==> src/hw/rtl/vesm_pkg.sv <==
// Shared types and constants of the vision error steering mixer.
// No dependencies; imported by every module of the block.
`default_nettype none

package vesm_pkg;

    localparam int BYTE_W   = 8;
    localparam int CENTER_W = 10;
    localparam int SPEED_W  = 16;
    localparam int BAND_W   = 8;
    localparam int CFG_IDX_W  = 3;
    localparam int CFG_DATA_W = 16;

    // register indexes of the write port
    localparam logic [CFG_IDX_W-1:0] REG_CENTER_REF       = 3'd0;
    localparam logic [CFG_IDX_W-1:0] REG_MAX_SPEED        = 3'd1;
    localparam logic [CFG_IDX_W-1:0] REG_MIN_SPEED        = 3'd2;
    localparam logic [CFG_IDX_W-1:0] REG_DEAD_BAND        = 3'd3;
    localparam logic [CFG_IDX_W-1:0] REG_FULL_SCALE_ERROR = 3'd4;
    localparam logic [CFG_IDX_W-1:0] REG_CENTERED_SPEED   = 3'd5;

    // reset values
    localparam logic [CENTER_W-1:0] RST_CENTER_REF       = 10'd350;
    localparam logic [SPEED_W-1:0]  RST_MAX_SPEED        = 16'd800;
    localparam logic [SPEED_W-1:0]  RST_MIN_SPEED        = 16'd500;
    localparam logic [BAND_W-1:0]   RST_DEAD_BAND        = 8'd30;
    localparam logic [SPEED_W-1:0]  RST_FULL_SCALE_ERROR = 16'd200;
    localparam logic [SPEED_W-1:0]  RST_CENTERED_SPEED   = 16'd550;

    // characters
    localparam logic [BYTE_W-1:0] CH_NEWLINE = 8'd10;
    localparam logic [BYTE_W-1:0] CH_TAB     = 8'd9;
    localparam logic [BYTE_W-1:0] CH_CR      = 8'd13;
    localparam logic [BYTE_W-1:0] CH_SPACE   = 8'd32;
    localparam logic [BYTE_W-1:0] CH_PLUS    = 8'd43;
    localparam logic [BYTE_W-1:0] CH_MINUS   = 8'd45;
    localparam logic [BYTE_W-1:0] CH_ZERO    = 8'd48;
    localparam logic [BYTE_W-1:0] CH_NINE    = 8'd57;

    // line queue
    localparam int QUEUE_DEPTH = 2;
    localparam int QPTR_W = $clog2(QUEUE_DEPTH);
    localparam int QCNT_W = $clog2(QUEUE_DEPTH + 1);

    typedef struct packed {
        logic [CENTER_W-1:0] center_ref;
        logic [SPEED_W-1:0]  max_speed;
        logic [SPEED_W-1:0]  min_speed;
        logic [BAND_W-1:0]   dead_band;
        logic [SPEED_W-1:0]  full_scale_error;
        logic [SPEED_W-1:0]  centered_speed;
    } cfg_t;

    typedef struct packed {
        logic              full;
        logic              empty;
        logic [QCNT_W-1:0] count;
    } queue_status_t;

    typedef enum logic [3:0] {
        PH_SKIP   = 4'b0001,
        PH_SIGN   = 4'b0010,
        PH_DIGITS = 4'b0100,
        PH_END    = 4'b1000
    } phase_t;

    typedef enum logic [4:0] {
        BK_IDLE  = 5'b00001,
        BK_MUL   = 5'b00010,
        BK_DIV   = 5'b00100,
        BK_CLAMP = 5'b01000,
        BK_DONE  = 5'b10000
    } back_state_t;

endpackage

`default_nettype wire

==> src/hw/rtl/vesm_front.sv <==
// Front end: parses received characters into a signed line value.
// Depends on vesm_pkg; pushes one entry per line end into vesm_queue.
`default_nettype none

module vesm_front #(
    parameter int LINE_CHARS = 3,
    parameter int DIGIT_W    = 10
) (
    input  wire logic                          aclk,
    input  wire logic                          aresetn,
    input  wire logic                          byte_take,
    input  wire logic [vesm_pkg::BYTE_W-1:0]   rx_byte,
    output logic                               push,
    output logic [DIGIT_W:0]                   push_data   // {negative, digits}
);
    import vesm_pkg::*;

    localparam int CNT_W = $clog2(LINE_CHARS + 1);

    logic [CNT_W-1:0]   char_count_reg, char_count_next;
    phase_t             phase_reg, phase_next;
    logic               negative_reg, negative_next;
    logic [DIGIT_W-1:0] digit_reg, digit_next;

    logic               line_end;
    logic               is_space;
    logic               is_digit;
    logic [DIGIT_W+3:0] digit_acc;

    assign line_end  = (rx_byte == CH_NEWLINE) ||
                       (char_count_reg == CNT_W'(LINE_CHARS));
    assign is_space  = (rx_byte == CH_SPACE) || ((rx_byte >= CH_TAB) && (rx_byte <= CH_CR));
    assign is_digit  = (rx_byte >= CH_ZERO) && (rx_byte <= CH_NINE);
    assign digit_acc = (DIGIT_W+4)'(digit_reg) * (DIGIT_W+4)'(10)
                     + (DIGIT_W+4)'(rx_byte - CH_ZERO);

    assign push      = byte_take && line_end;
    assign push_data = {negative_reg, digit_reg};

    always_comb begin
        char_count_next = char_count_reg;
        phase_next      = phase_reg;
        negative_next   = negative_reg;
        digit_next      = digit_reg;
        if (byte_take) begin
            if (line_end) begin
                char_count_next = '0;
                phase_next      = PH_SKIP;
                negative_next   = 1'b0;
                digit_next      = '0;
            end else begin
                char_count_next = char_count_reg + CNT_W'(1);
                if (phase_reg != PH_END) begin
                    if (is_digit) begin
                        digit_next = digit_acc[DIGIT_W-1:0];
                        phase_next = PH_DIGITS;
                    end else if ((phase_reg == PH_SKIP) && is_space) begin
                        phase_next = PH_SKIP;
                    end else if ((phase_reg == PH_SKIP) &&
                                 ((rx_byte == CH_PLUS) || (rx_byte == CH_MINUS))) begin
                        negative_next = (rx_byte == CH_MINUS);
                        phase_next    = PH_SIGN;
                    end else begin
                        phase_next = PH_END;
                    end
                end
            end
        end
    end

    always_ff @(posedge aclk) begin
        if (!aresetn) begin
            char_count_reg <= '0;
            phase_reg      <= PH_SKIP;
            negative_reg   <= 1'b0;
            digit_reg      <= '0;
        end else begin
            char_count_reg <= char_count_next;
            phase_reg      <= phase_next;
            negative_reg   <= negative_next;
            digit_reg      <= digit_next;
        end
    end

endmodule

`default_nettype wire

==> src/hw/rtl/vesm_queue.sv <==
// Short line queue between the parser and the steering back end.
// Depends on vesm_pkg for depth and status type.
`default_nettype none

module vesm_queue #(
    parameter int WIDTH = 11
) (
    input  wire logic                    aclk,
    input  wire logic                    aresetn,
    input  wire logic                    push,
    input  wire logic [WIDTH-1:0]        push_data,
    input  wire logic                    pop,
    output logic [WIDTH-1:0]             pop_data,
    output vesm_pkg::queue_status_t      status
);
    import vesm_pkg::*;

    logic [WIDTH-1:0]  mem [QUEUE_DEPTH];
    logic [QPTR_W-1:0] wr_ptr_reg, wr_ptr_next;
    logic [QPTR_W-1:0] rd_ptr_reg, rd_ptr_next;
    logic [QCNT_W-1:0] count_reg, count_next;

    assign pop_data      = mem[rd_ptr_reg];
    assign status.count  = count_reg;
    assign status.full   = (count_reg == QCNT_W'(QUEUE_DEPTH));
    assign status.empty  = (count_reg == '0);

    always_comb begin
        wr_ptr_next = wr_ptr_reg;
        rd_ptr_next = rd_ptr_reg;
        count_next  = count_reg;
        if (push) begin
            wr_ptr_next = (wr_ptr_reg == QPTR_W'(QUEUE_DEPTH - 1)) ? '0 : wr_ptr_reg + QPTR_W'(1);
        end
        if (pop) begin
            rd_ptr_next = (rd_ptr_reg == QPTR_W'(QUEUE_DEPTH - 1)) ? '0 : rd_ptr_reg + QPTR_W'(1);
        end
        if (push && !pop) begin
            count_next = count_reg + QCNT_W'(1);
        end else if (pop && !push) begin
            count_next = count_reg - QCNT_W'(1);
        end
    end

    always_ff @(posedge aclk) begin
        if (push) begin
            mem[wr_ptr_reg] <= push_data;
        end
    end

    always_ff @(posedge aclk) begin
        if (!aresetn) begin
            wr_ptr_reg <= '0;
            rd_ptr_reg <= '0;
            count_reg  <= '0;
        end else begin
            wr_ptr_reg <= wr_ptr_next;
            rd_ptr_reg <= rd_ptr_next;
            count_reg  <= count_next;
        end
    end

endmodule

`default_nettype wire

==> src/hw/rtl/vesm_back.sv <==
// Back end: error, dead band, multiply and bit-serial divide, output register.
// Depends on vesm_pkg; pops line values from vesm_queue.
`default_nettype none

module vesm_back #(
    parameter int LINE_CHARS = 3,
    parameter int DIGIT_W    = 10
) (
    input  wire logic                               aclk,
    input  wire logic                               aresetn,
    input  wire vesm_pkg::cfg_t                     cfg,
    input  wire logic                               line_avail,
    input  wire logic [DIGIT_W:0]                   line_data,
    output logic                                    pop,
    output logic                                    m_tvalid,
    input  wire logic                               m_tready,
    output logic [2*vesm_pkg::SPEED_W-1:0]          m_tdata
);
    import vesm_pkg::*;

    localparam int MAG_W  = $clog2(10**LINE_CHARS + 2**CENTER_W - 1);
    localparam int ERR_W  = MAG_W + 1;
    localparam int PROD_W = SPEED_W + MAG_W;
    localparam int CNT_W  = $clog2(PROD_W + 1);

    back_state_t        state_reg, state_next;
    logic               valid_reg, valid_next;
    logic [2*SPEED_W-1:0] data_reg, data_next;
    logic               neg_err_reg, neg_err_next;
    logic               centre_reg, centre_next;
    logic [MAG_W-1:0]   mag_reg, mag_next;
    logic [SPEED_W-1:0] range_reg, range_next;
    logic [SPEED_W-1:0] adj_reg, adj_next;
    logic [PROD_W-1:0]  quo_reg, quo_next;
    logic [SPEED_W-1:0] rem_reg, rem_next;
    logic [CNT_W-1:0]   cnt_reg, cnt_next;

    logic               line_neg;
    logic [DIGIT_W-1:0] line_digits;
    logic signed [ERR_W-1:0] value_s;
    logic signed [ERR_W-1:0] err_s;
    logic [ERR_W-1:0]   err_abs;
    logic [SPEED_W-1:0] range_c;
    logic [SPEED_W:0]   rem_shift;
    logic               rem_ge;
    logic [SPEED_W-1:0] ch1, ch2;
    logic               out_free;

    assign line_neg    = line_data[DIGIT_W];
    assign line_digits = line_data[DIGIT_W-1:0];
    assign value_s     = line_neg ? -signed'(ERR_W'(line_digits)) : signed'(ERR_W'(line_digits));
    assign err_s       = value_s - signed'(ERR_W'(cfg.center_ref));
    assign err_abs     = err_s[ERR_W-1] ? ERR_W'(-err_s) : ERR_W'(err_s);
    assign range_c     = (cfg.max_speed >= cfg.min_speed) ? cfg.max_speed - cfg.min_speed : '0;
    assign rem_shift   = {rem_reg, quo_reg[PROD_W-1]};
    assign rem_ge      = rem_shift >= {1'b0, cfg.full_scale_error};
    assign out_free    = !valid_reg || m_tready;

    assign pop      = (state_reg == BK_IDLE) && line_avail;
    assign m_tvalid = valid_reg;
    assign m_tdata  = data_reg;

    always_comb begin
        if (centre_reg) begin
            ch1 = cfg.centered_speed;
            ch2 = cfg.centered_speed;
        end else if (neg_err_reg) begin
            ch1 = cfg.min_speed + adj_reg;
            ch2 = cfg.max_speed - adj_reg;
        end else begin
            ch1 = cfg.max_speed - adj_reg;
            ch2 = cfg.min_speed + adj_reg;
        end
    end

    always_comb begin
        state_next   = state_reg;
        valid_next   = valid_reg && !m_tready;
        data_next    = data_reg;
        neg_err_next = neg_err_reg;
        centre_next  = centre_reg;
        mag_next     = mag_reg;
        range_next   = range_reg;
        adj_next     = adj_reg;
        quo_next     = quo_reg;
        rem_next     = rem_reg;
        cnt_next     = cnt_reg;
        case (state_reg)
            BK_IDLE: begin
                if (line_avail) begin
                    neg_err_next = err_s[ERR_W-1];
                    centre_next  = (err_s == '0) ||
                                   (!line_neg && (line_digits == DIGIT_W'(1)));
                    mag_next     = err_abs[MAG_W-1:0];
                    state_next   = BK_MUL;
                end
            end
            BK_MUL: begin
                range_next = range_c;
                quo_next   = PROD_W'(range_c) * PROD_W'(mag_reg);
                rem_next   = '0;
                cnt_next   = CNT_W'(PROD_W);
                if (centre_reg || (mag_reg <= MAG_W'(cfg.dead_band))) begin
                    adj_next   = '0;
                    state_next = BK_DONE;
                end else if (cfg.full_scale_error == '0) begin
                    adj_next   = range_c;
                    state_next = BK_DONE;
                end else begin
                    state_next = BK_DIV;
                end
            end
            BK_DIV: begin
                // restoring divide, one quotient bit per cycle
                rem_next = rem_ge ? SPEED_W'(rem_shift - {1'b0, cfg.full_scale_error})
                                  : rem_shift[SPEED_W-1:0];
                quo_next = {quo_reg[PROD_W-2:0], rem_ge};
                cnt_next = cnt_reg - CNT_W'(1);
                if (cnt_reg == CNT_W'(1)) begin
                    state_next = BK_CLAMP;
                end
            end
            BK_CLAMP: begin
                adj_next   = (quo_reg > PROD_W'(range_reg)) ? range_reg : quo_reg[SPEED_W-1:0];
                state_next = BK_DONE;
            end
            BK_DONE: begin
                if (out_free) begin
                    valid_next = 1'b1;
                    data_next  = {ch2, ch1};
                    state_next = BK_IDLE;
                end
            end
            default: begin
                state_next = BK_IDLE;
            end
        endcase
    end

    always_ff @(posedge aclk) begin
        data_reg    <= data_next;
        neg_err_reg <= neg_err_next;
        centre_reg  <= centre_next;
        mag_reg     <= mag_next;
        range_reg   <= range_next;
        adj_reg     <= adj_next;
        quo_reg     <= quo_next;
        rem_reg     <= rem_next;
    end

    always_ff @(posedge aclk) begin
        if (!aresetn) begin
            state_reg <= BK_IDLE;
            valid_reg <= 1'b0;
            cnt_reg   <= '0;
        end else begin
            state_reg <= state_next;
            valid_reg <= valid_next;
            cnt_reg   <= cnt_next;
        end
    end

endmodule

`default_nettype wire

==> src/hw/rtl/vision_error_steering_mixer.sv <==
// Vision error steering mixer: serial line parser feeding a differential PWM mixer.
// A line-end transfer pushes the line value into the queue; the back end pops it only in
//   BK_IDLE, so it works on one line at a time, then runs BK_MUL, the bit-serial divide
//   in BK_DIV, BK_CLAMP and BK_DONE, which raises m_tvalid once the output is free; a
//   line without a divide (centred, in the dead band, zero full scale) skips to BK_DONE.
// Throughput: one character a cycle while the queue has room.
// Reset: aresetn, synchronous, active low; clears parser, queue, back end and
//   loads the default register values.
`default_nettype none

module vision_error_steering_mixer #(
    parameter int LINE_CHARS = 3
) (
    input  wire logic                               aclk,
    input  wire logic                               aresetn,
    // configuration write port
    input  wire logic                               cfg_wr_en,
    input  wire logic [vesm_pkg::CFG_IDX_W-1:0]     cfg_index,
    input  wire logic [vesm_pkg::CFG_DATA_W-1:0]    cfg_wr_data,
    // character stream
    input  wire logic                               s_tvalid,
    output logic                                    s_tready,
    input  wire logic [7:0]                         s_tdata,   // [7:0] rx_byte
    // compare value stream
    output logic                                    m_tvalid,
    input  wire logic                               m_tready,
    output logic [31:0]                             m_tdata    // [15:0] ch1, [31:16] ch2
);
    import vesm_pkg::*;

    // digits of one line fit this width
    localparam int DIGIT_W = $clog2(10**LINE_CHARS);

    cfg_t          cfg_reg, cfg_next;
    queue_status_t q_status;
    logic          byte_take;
    logic          push;
    logic          pop;
    logic [DIGIT_W:0] push_data;
    logic [DIGIT_W:0] pop_data;

    // -------------------------------------------------------------------
    // Configuration registers; a write lands at once, so the user must see
    // that it is only issued while no line is in flight (not enforced).
    // -------------------------------------------------------------------
    always_comb begin
        cfg_next = cfg_reg;
        if (cfg_wr_en) begin
            case (cfg_index)
                REG_CENTER_REF:       cfg_next.center_ref       = cfg_wr_data[CENTER_W-1:0];
                REG_MAX_SPEED:        cfg_next.max_speed        = cfg_wr_data[SPEED_W-1:0];
                REG_MIN_SPEED:        cfg_next.min_speed        = cfg_wr_data[SPEED_W-1:0];
                REG_DEAD_BAND:        cfg_next.dead_band        = cfg_wr_data[BAND_W-1:0];
                REG_FULL_SCALE_ERROR: cfg_next.full_scale_error = cfg_wr_data[SPEED_W-1:0];
                REG_CENTERED_SPEED:   cfg_next.centered_speed   = cfg_wr_data[SPEED_W-1:0];
                default:              cfg_next = cfg_reg;
            endcase
        end
    end

    always_ff @(posedge aclk) begin
        if (!aresetn) begin
            cfg_reg.center_ref       <= RST_CENTER_REF;
            cfg_reg.max_speed        <= RST_MAX_SPEED;
            cfg_reg.min_speed        <= RST_MIN_SPEED;
            cfg_reg.dead_band        <= RST_DEAD_BAND;
            cfg_reg.full_scale_error <= RST_FULL_SCALE_ERROR;
            cfg_reg.centered_speed   <= RST_CENTERED_SPEED;
        end else begin
            cfg_reg <= cfg_next;
        end
    end

    // -------------------------------------------------------------------
    // Front end. Every byte is taken while the queue has room, so a
    // line-end transfer always finds a free slot.
    // -------------------------------------------------------------------
    assign s_tready  = !q_status.full;
    assign byte_take = s_tvalid && s_tready;

    vesm_front #(
        .LINE_CHARS (LINE_CHARS),
        .DIGIT_W    (DIGIT_W)
    ) u_front (
        .aclk      (aclk),
        .aresetn   (aresetn),
        .byte_take (byte_take),
        .rx_byte   (s_tdata),
        .push      (push),
        .push_data (push_data)
    );

    // line values wait here while the back end divides
    vesm_queue #(
        .WIDTH (DIGIT_W + 1)
    ) u_queue (
        .aclk      (aclk),
        .aresetn   (aresetn),
        .push      (push),
        .push_data (push_data),
        .pop       (pop),
        .pop_data  (pop_data),
        .status    (q_status)
    );

    // -------------------------------------------------------------------
    // Back end: steering arithmetic and the output register.
    // -------------------------------------------------------------------
    vesm_back #(
        .LINE_CHARS (LINE_CHARS),
        .DIGIT_W    (DIGIT_W)
    ) u_back (
        .aclk       (aclk),
        .aresetn    (aresetn),
        .cfg        (cfg_reg),
        .line_avail (!q_status.empty),
        .line_data  (pop_data),
        .pop        (pop),
        .m_tvalid   (m_tvalid),
        .m_tready   (m_tready),
        .m_tdata    (m_tdata)
    );

    // -------------------------------------------------------------------
    // Assertions
    // -------------------------------------------------------------------
    a_pop_not_empty: assert property (@(posedge aclk) disable iff (!aresetn)
        pop |-> (q_status.count != '0))
        else $error("queue popped while empty");

    a_count_bound: assert property (@(posedge aclk) disable iff (!aresetn)
        q_status.count <= QCNT_W'(QUEUE_DEPTH))
        else $error("queue count beyond depth");

    a_push_count: assert property (@(posedge aclk) disable iff (!aresetn)
        (push && !pop) |=> (q_status.count == $past(q_status.count) + QCNT_W'(1)))
        else $error("queue count missed a line");

    a_reset_quiet: assert property (@(posedge aclk)
        !aresetn |=> (!m_tvalid && q_status.empty))
        else $error("output or queue busy after reset");

endmodule

`default_nettype wire

==> config.mk <==
export PLATFORM = sky130hd
export DESIGN_NAME = vision_error_steering_mixer
export DESIGN_NICKNAME = d
export VERILOG_FILES = /design/src/hw/rtl/vesm_pkg.sv /design/src/hw/rtl/vesm_front.sv /design/src/hw/rtl/vesm_queue.sv /design/src/hw/rtl/vesm_back.sv /design/src/hw/rtl/vision_error_steering_mixer.sv
export SDC_FILE = /design/constraint.sdc
export NUM_CORES = 1
export LEC_CHECK = 0
export BUFFER_PORTS_ARGS = -buffer_cell sky130_fd_sc_hd__buf_2
export CAP_MARGIN = 10
export CORE_MARGIN = 2
export CORE_UTILIZATION = 65
export CTS_CLUSTER_DIAMETER = 200
export CTS_CLUSTER_SIZE = 25
export DETAILED_ROUTE_END_ITERATION = 7
export PLACE_DENSITY = 0.83
export SYNTH_ARGS = -nofsm -noshare
export SYNTH_HDL_FRONTEND = slang
export SYNTH_SLANG_ARGS = --single-unit
==> constraint.sdc <==
create_clock -name aclk -period 11.69 [get_ports aclk]
set_input_delay 2.338 -clock aclk [delete_from_list [all_inputs] [get_ports aclk]]
set_output_delay 2.338 -clock aclk [all_outputs]
set_load 0.01 [all_outputs]
-- Word-level counts from Yosys, hierarchy flattened
Memory sizes are Yosys's and may differ from the RTL's. A register that Yosys moved wholly into a read port is not among the register bits.
Cells that the tools add are included.
- register bits: 234
- RAM bits: 22
- bits of input ports: 32
- memories kept: 1
- memories (name ; words ; width ; read ports ; clocked after Yosys merged registers in ; write ports ; line ; RTL):
    u_queue.mem ; 2 ; 11 ; 1 ; 1 ; 1 ; vesm_queue.sv:18 ; logic [WIDTH-1:0] mem [QUEUE_DEPTH];
- add/sub/neg operators: 15
- $mul: 2
- magnitude comparators: 8
- eq/ne operators: 26
- mux-type cells: 45
- bitwise gates (word level): 1
- reduce and logical (&&, ||, !) cells: 47
- operator list (operator ; number):
    two-way mux 16 bit ; 9
    one-hot mux 16 bit (2 select lines) ; 2
    one-hot mux 27 bit (2 select lines) ; 1
    subtractor 16 bit ; 3
    two-way mux 10 bit ; 3
    greater-than comparator 27 x 16 -> 1 bit ; 1
    multiplier 16 x 11 -> 27 bit ; 1
    two-way mux 5 bit ; 5
    one-hot mux 5 bit (5 select lines) ; 1
    == test 8 x 6 -> 1 bit (second input constant) ; 3
    two-way mux 4 bit ; 5
    AND reduction 2 bit ; 10
    >= comparator 17 x 16 -> 1 bit ; 1
    adder 16 bit ; 1
    >= comparator 16 bit ; 1
    logical NOT 16 bit ; 1
    two-way mux 1 bit ; 13
    logical NOT 12 bit ; 1
    two-way mux 12 bit ; 1
    negator 10 -> 12 bit ; 1
    nonzero test 2 bit ; 6
    subtractor 12 x 11 -> 12 bit ; 1
    less-or-equal comparator 11 x 8 -> 1 bit ; 1
    logical AND 1 bit ; 11
    other kinds (38) ; 61

-- Depth between registers and ports, before layout
- word-level depth: 8
- gate-level depth with buffers: 34
- gate-level depth less buffers: 32

-- Cells and area by module
From an unflattened synthesis, not the netlist that was laid out.
- cells, all modules: 2297
- area total of the unflattened synthesis: 21465.6 sq um
- modules (own cells, without submodules) (module ; instances ; cells an instance ; area an instance (sq um)):
    vesm_back ; 1 ; 1761 ; 15743.8
    vision_error_steering_mixer ; 1 ; 304 ; 3153.0
    vesm_front ; 1 ; 176 ; 1560.2
    vesm_queue ; 1 ; 56 ; 1008.5

-- Worst setup path after synthesis
Ideal clock, no wire load.
- path kind: flip-flop to flip-flop
- start point: reg cfg_reg[56] in the netlist's numbering
- end point: reg u_back.quo_reg[25], data pin
- data arrival time: 7025 ps
- data required time: 11420 ps
- setup slack: 4395 ps
- stages on the path, launching flop included: 33
- buffers on the path: 3
- cells stage by stage: dfxtp_1 > inv_1 > ha_1 > inv_1 > fa_1 > a21o_1 > a21o_1 > a221oi_2 > nand2_1 > a21oi_1 > o21ai_1 > clkbuf_1 > clkbuf_1 > clkbuf_1 > and3_1 > fa_1 > inv_1 > fa_1 > inv_1 > fa_1 > fa_1 > inv_1 > fa_1 > inv_1 > ha_1 > and3_1 > and3_1 > nand4_1 > o31ai_1 > o221ai_1 > o21ai_0 > xnor2_1 > a21oi_1
- cells in the longest elaborated chain, start to end: 4
- elaborated cells on any way between the ends: 5
- classes of those cells: add/sub (1); mul (1); order compare (1); mux (2)
- RTL lines (what ; line ; RTL):
    from (decl) ; vision_error_steering_mixer.sv:34 ; cfg_t cfg_reg, cfg_next;
    from (signal assigned) ; vision_error_steering_mixer.sv:70 ; cfg_reg <= cfg_next;
    subtractor 16 bit or >= comparator 16 bit (tied branches) ; vesm_back.sv:54 ; assign range_c = (cfg.max_speed >= cfg.min_speed) ? cfg.max_speed - cfg.min_speed : '0;
    two-way mux 16 bit * ; vesm_back.sv:54 ;
    multiplier 16 x 11 -> 27 bit * ; vesm_back.sv:100 ; quo_next = PROD_W'(range_c) * PROD_W'(mag_reg);
    one-hot mux 27 bit (2 select lines) * ; vesm_back.sv:88 ; case (state_reg)
    net u_back.quo_next[25] ; vesm_back.sv:34 ; logic [PROD_W-1:0] quo_reg, quo_next;
    to (signal assigned) ; vesm_back.sv:147 ; quo_reg <= quo_next;
    to (decl) ; vesm_back.sv:34 ;
Mark *: on every way through the listed nets, which the timed path passes. The rest lies on a longest branch.
A chain may end at the register's enable or synchronous reset.

-- Worst setup path in the final report
- start point: reg cfg_reg[40] in the netlist's numbering
- end point: reg u_back.quo_reg[26], data pin
The elaborated chain is that of the path after synthesis.

==> key figures <==
Synthesis
  • Cell area after synthesis: 0.0211 mm^2
  • Flops & latches, synth: 257
  • Mux share of post-synthesis cell area: 2.31%
  • Yosys top cell area share: 20.2%
  • Syn nets: 2714
  • Synth Area in Adders: 23.8%
  • Synth Instances: 2360
  • Area leader, netlist: edfxtp_1
  • Number of flops mapped to enable cells by yosys: 142
  • Synthesized area per cell: 8.95 um^2
  • Ranking of synthesized cells by area: edfxtp_1, fa_1, ha_1
  • Post-synthesis cell type count: 79
  • Synth Area in Simple Gates: 17.3%
  • Largest family of logic cells by synthesized area: adder cells
  • Seq/Total Area, Yosys: 31.1%
  • Top_reg_cell synth: edfxtp_1
  • Compound-cell area share of the yosys netlist: 13.8%
  • Synth Warn #: 0
  • Ys async rst share: 0%
  • XOR/XNOR share of the synthesized area: 4.81%

Clock network
  • Post-CTS Setup Inserts: 0
  • H-tree level count: 1
  • CTS resizes: 0
  • Clk buf depth: 3
  • CTS Buf Count: 14
  • Latest clock arrival within the worst-skew pair: 0.53 ns
  • Clock Sinks: 257
  • Clock transition at path regs: 0.13 ns
  • Hold Buf Count CTS: 0
  • CTS tree: done
  • Clk root buf: clkbuf_16

Pwr
  • PwrDens: 239 mW/mm^2
  • Leak Pwr: 0.00985 uW
  • Worst VDD drop: 0.000388 V

Place
  • PortBufs: 65
  • Final GP Congestion: 0.944
  • Detailed-placement wirelength estimate: 41000 um

Floorplanning
  • # rows: 65
  • Initial Util: 66.4%
  • Core region area: 0.0318 mm^2
  • Die height: 184 um
  • Ports: 66
  • DIE WIDTH: 184 um
  • Die area: 0.0339 mm^2

STA
  • Max Clock Freq: 119 MHz
  • Hold Vio Cnt, Final: 0
  • Worst Tran Pin Value: 1.20 ns
  • Post-layout min period: 8.41 ns
  • Hold Slack: 0.457 ns
  • Slew Viols, Final: 0
  • Setup TNS: 0 ns
  • Crit share post-route: 72.0%
  • # setup viols final: 0
  • Unrepaired setup endpoints after global routing: false
  • Clock Skew: 0.0372 ns
  • Slew headroom: 19.7%

GRT
  • Overall Global Routing Usage: 31.8%
  • GRT Residual Overflow: 0
  • Largest net degree at the start of global routing: 86
  • Antenna violations before repair: 0
  • Vias in the first global route: 17000
  • First-pass GRT wire length: 85600 um

Finish
  • Antenna fix cells: 0
  • Proportion of layout cells with a drive suffix above 1: 5.65%
  • Final nets: 2718
  • Multi-input gate area: 0.0131 mm^2
  • Max reg flops: 82
  • Filler cells: 2498
  • Register area: 0.00657 mm^2
  • Area growth from synthesis to layout: 4.98%

Hold path
  • Hold Startpoint: cfg_reg[8]
  • Tightest Hold Check Type: flop to flop
  • Hold Path Depth: 2
  • Hold Path Sink: cfg_reg[8]

Critical path
  • Worst Path Arrival: 8.72 ns
  • Crit Reg-Reg Startpoint: cfg_reg[40]
  • Worst EP required: 11.99 ns
  • Largest stage delay, worst path: 0.58 ns
  • Startpoint types: flop
  • Slowest CP cell: fa_1
  • Most used cell along the critical path: fa_1
  • Setup crit end kind: flop
  • Critical Path Fanout Max: 85
  • R2R Path End: u_back.quo_reg[26]
  • Crit Path Category: flop to flop
  • Reg2reg setup slack: 3.28 ns
  • Worst-case reg-to-reg path depth: 30

Route
  • DR vias: 17000
  • Drt total wl: 52900 um
  • Starting DRT DRC Count: 1285
  • Post-route DRC: 0
  • Routed Antenna Nets: 0
  • Via/cell ratio: 6.07
  • TritonRoute pass-1 iters: 7
  • WL per Instance: 18.8 um

Job
  • MaxCap Viol Count: 0

Status
  • Status: complete, no violations
[synth_stat cells, types with 25 or more instances]
library cell and instances:
a21o_1 35, a21oi_1 157, and2_1 36, and3_1 80, clkbuf_1 75, dfxtp_1 115, edfxtp_1 142, fa_1 132
ha_1 190, inv_1 283, mux2i_1 43, nand2_1 337, nand3_1 27, nor2_1 149, nor3_1 39, o211ai_1 25
o21a_1 27, o21ai_0 82, xnor2_1 77, xor2_1 39
[cells by family after synthesis]
family / Yosys count
adder cells (fa/ha/maj): 322
XOR/XNOR: 116
AO/OA/AOI/OAI: 459
multiplexers: 48
flip-flops: 257
AND/OR/NAND/NOR: 780
buffers and inverters: 378
[cell type report]
type	instances	area share, %
clock buffer	22	1.72
clock inverter	2	0.164
inverter	284	4.81
multi-input combinational	1725	59.2
sequential	257	29.6
tap	435	2.46
timing repair buffer	82	2.04
[placed cells by master (no fill, tap or decap), types with 10 or more instances in the layout]
cell / Yosys / final
nand2_1: 337 / 337
inv_1: 283 / 282
ha_1: 190 / 190
a21oi_1: 157 / 157
nor2_1: 149 / 149
edfxtp_1: 142 / 142
fa_1: 132 / 132
dfxtp_1: 115 / 115
o21ai_0: 82 / 82
and3_1: 80 / 80
xnor2_1: 77 / 77
buf_2: 8 / 65
mux2i_1: 43 / 43
xor2_1: 39 / 39
nor3_1: 39 / 37
and2_1: 36 / 36
a21o_1: 35 / 35
o21a_1: 27 / 27
nand3_1: 27 / 27
o211ai_1: 25 / 25
nand2b_1: 21 / 21
nor2b_1: 20 / 19
a211oi_1: 19 / 19
buf_4: 1 / 17
clkbuf_16: 0 / 14
a31oi_1: 14 / 13
nand4_1: 13 / 13
or3_1: 13 / 13
o31ai_1: 12 / 12
o2bb2ai_1: 12 / 12
a22oi_1: 11 / 11
o21bai_1: 10 / 10
[per-layer routing]
layer,GRT usage [%],vias up,part of all wire (%)
li1,-,8022,-
met2,56.0,676,48
met4,12.1,0,4.3
met1,39.9,8199,41
met5,0,-,0
met3,4.13,151,7.1
[power by group]
part | leakage, uW | switching, uW | total [uW] | internal [uW]
clock network | 0.000199 | 314 | 548 | 234
registers | 0.00224 | 137 | 1300 | 1170
logic | 0.00742 | 2110 | 3450 | 1340
total | 0.00985 | 2560 | 5300 | 2750
[stage by stage]
step	cells	total power, uW	utilization, %	setup WS (ns)	area, um^2
floorplan	2360	3750	-	4.39	21100
global placement	2783	4570	68.4	3.53	21700
detailed placement	2783	4690	68.4	3.41	21700
CTS	2807	5260	69.7	3.42	22200
global route	2807	5750	69.7	2.87	22200
finish	2807	5300	69.7	3.28	22200
[critical path, delay by kind of cell (launching register included)]
family | cells | cell delay [ns]
adders and majority gates | 8 | 3.50
AOI/OAI and AO/OA | 11 | 2.70
and+or+nand+nor | 5 | 0.83
buffers and inverters | 5 | 0.57
DFF | 1 | 0.38
muxes | 1 | 0.20
[worst max path at each step]
stage	depth (start not counted)	slack, ns	endpoint	startpoint
after floorplan	32	4.39	u_back.quo_reg[25]	cfg_reg[56]
after global placement	30	3.53	u_back.quo_reg[24]	cfg_reg[56]
after detailed placement	31	3.41	u_back.quo_reg[26]	cfg_reg[56]
after CTS	31	3.42	u_back.quo_reg[26]	cfg_reg[56]
after global routing	31	2.87	u_back.quo_reg[26]	cfg_reg[56]
final	30	3.28	u_back.quo_reg[26]	cfg_reg[40]
No activity file was read; power rests on OpenSTA's default activity.
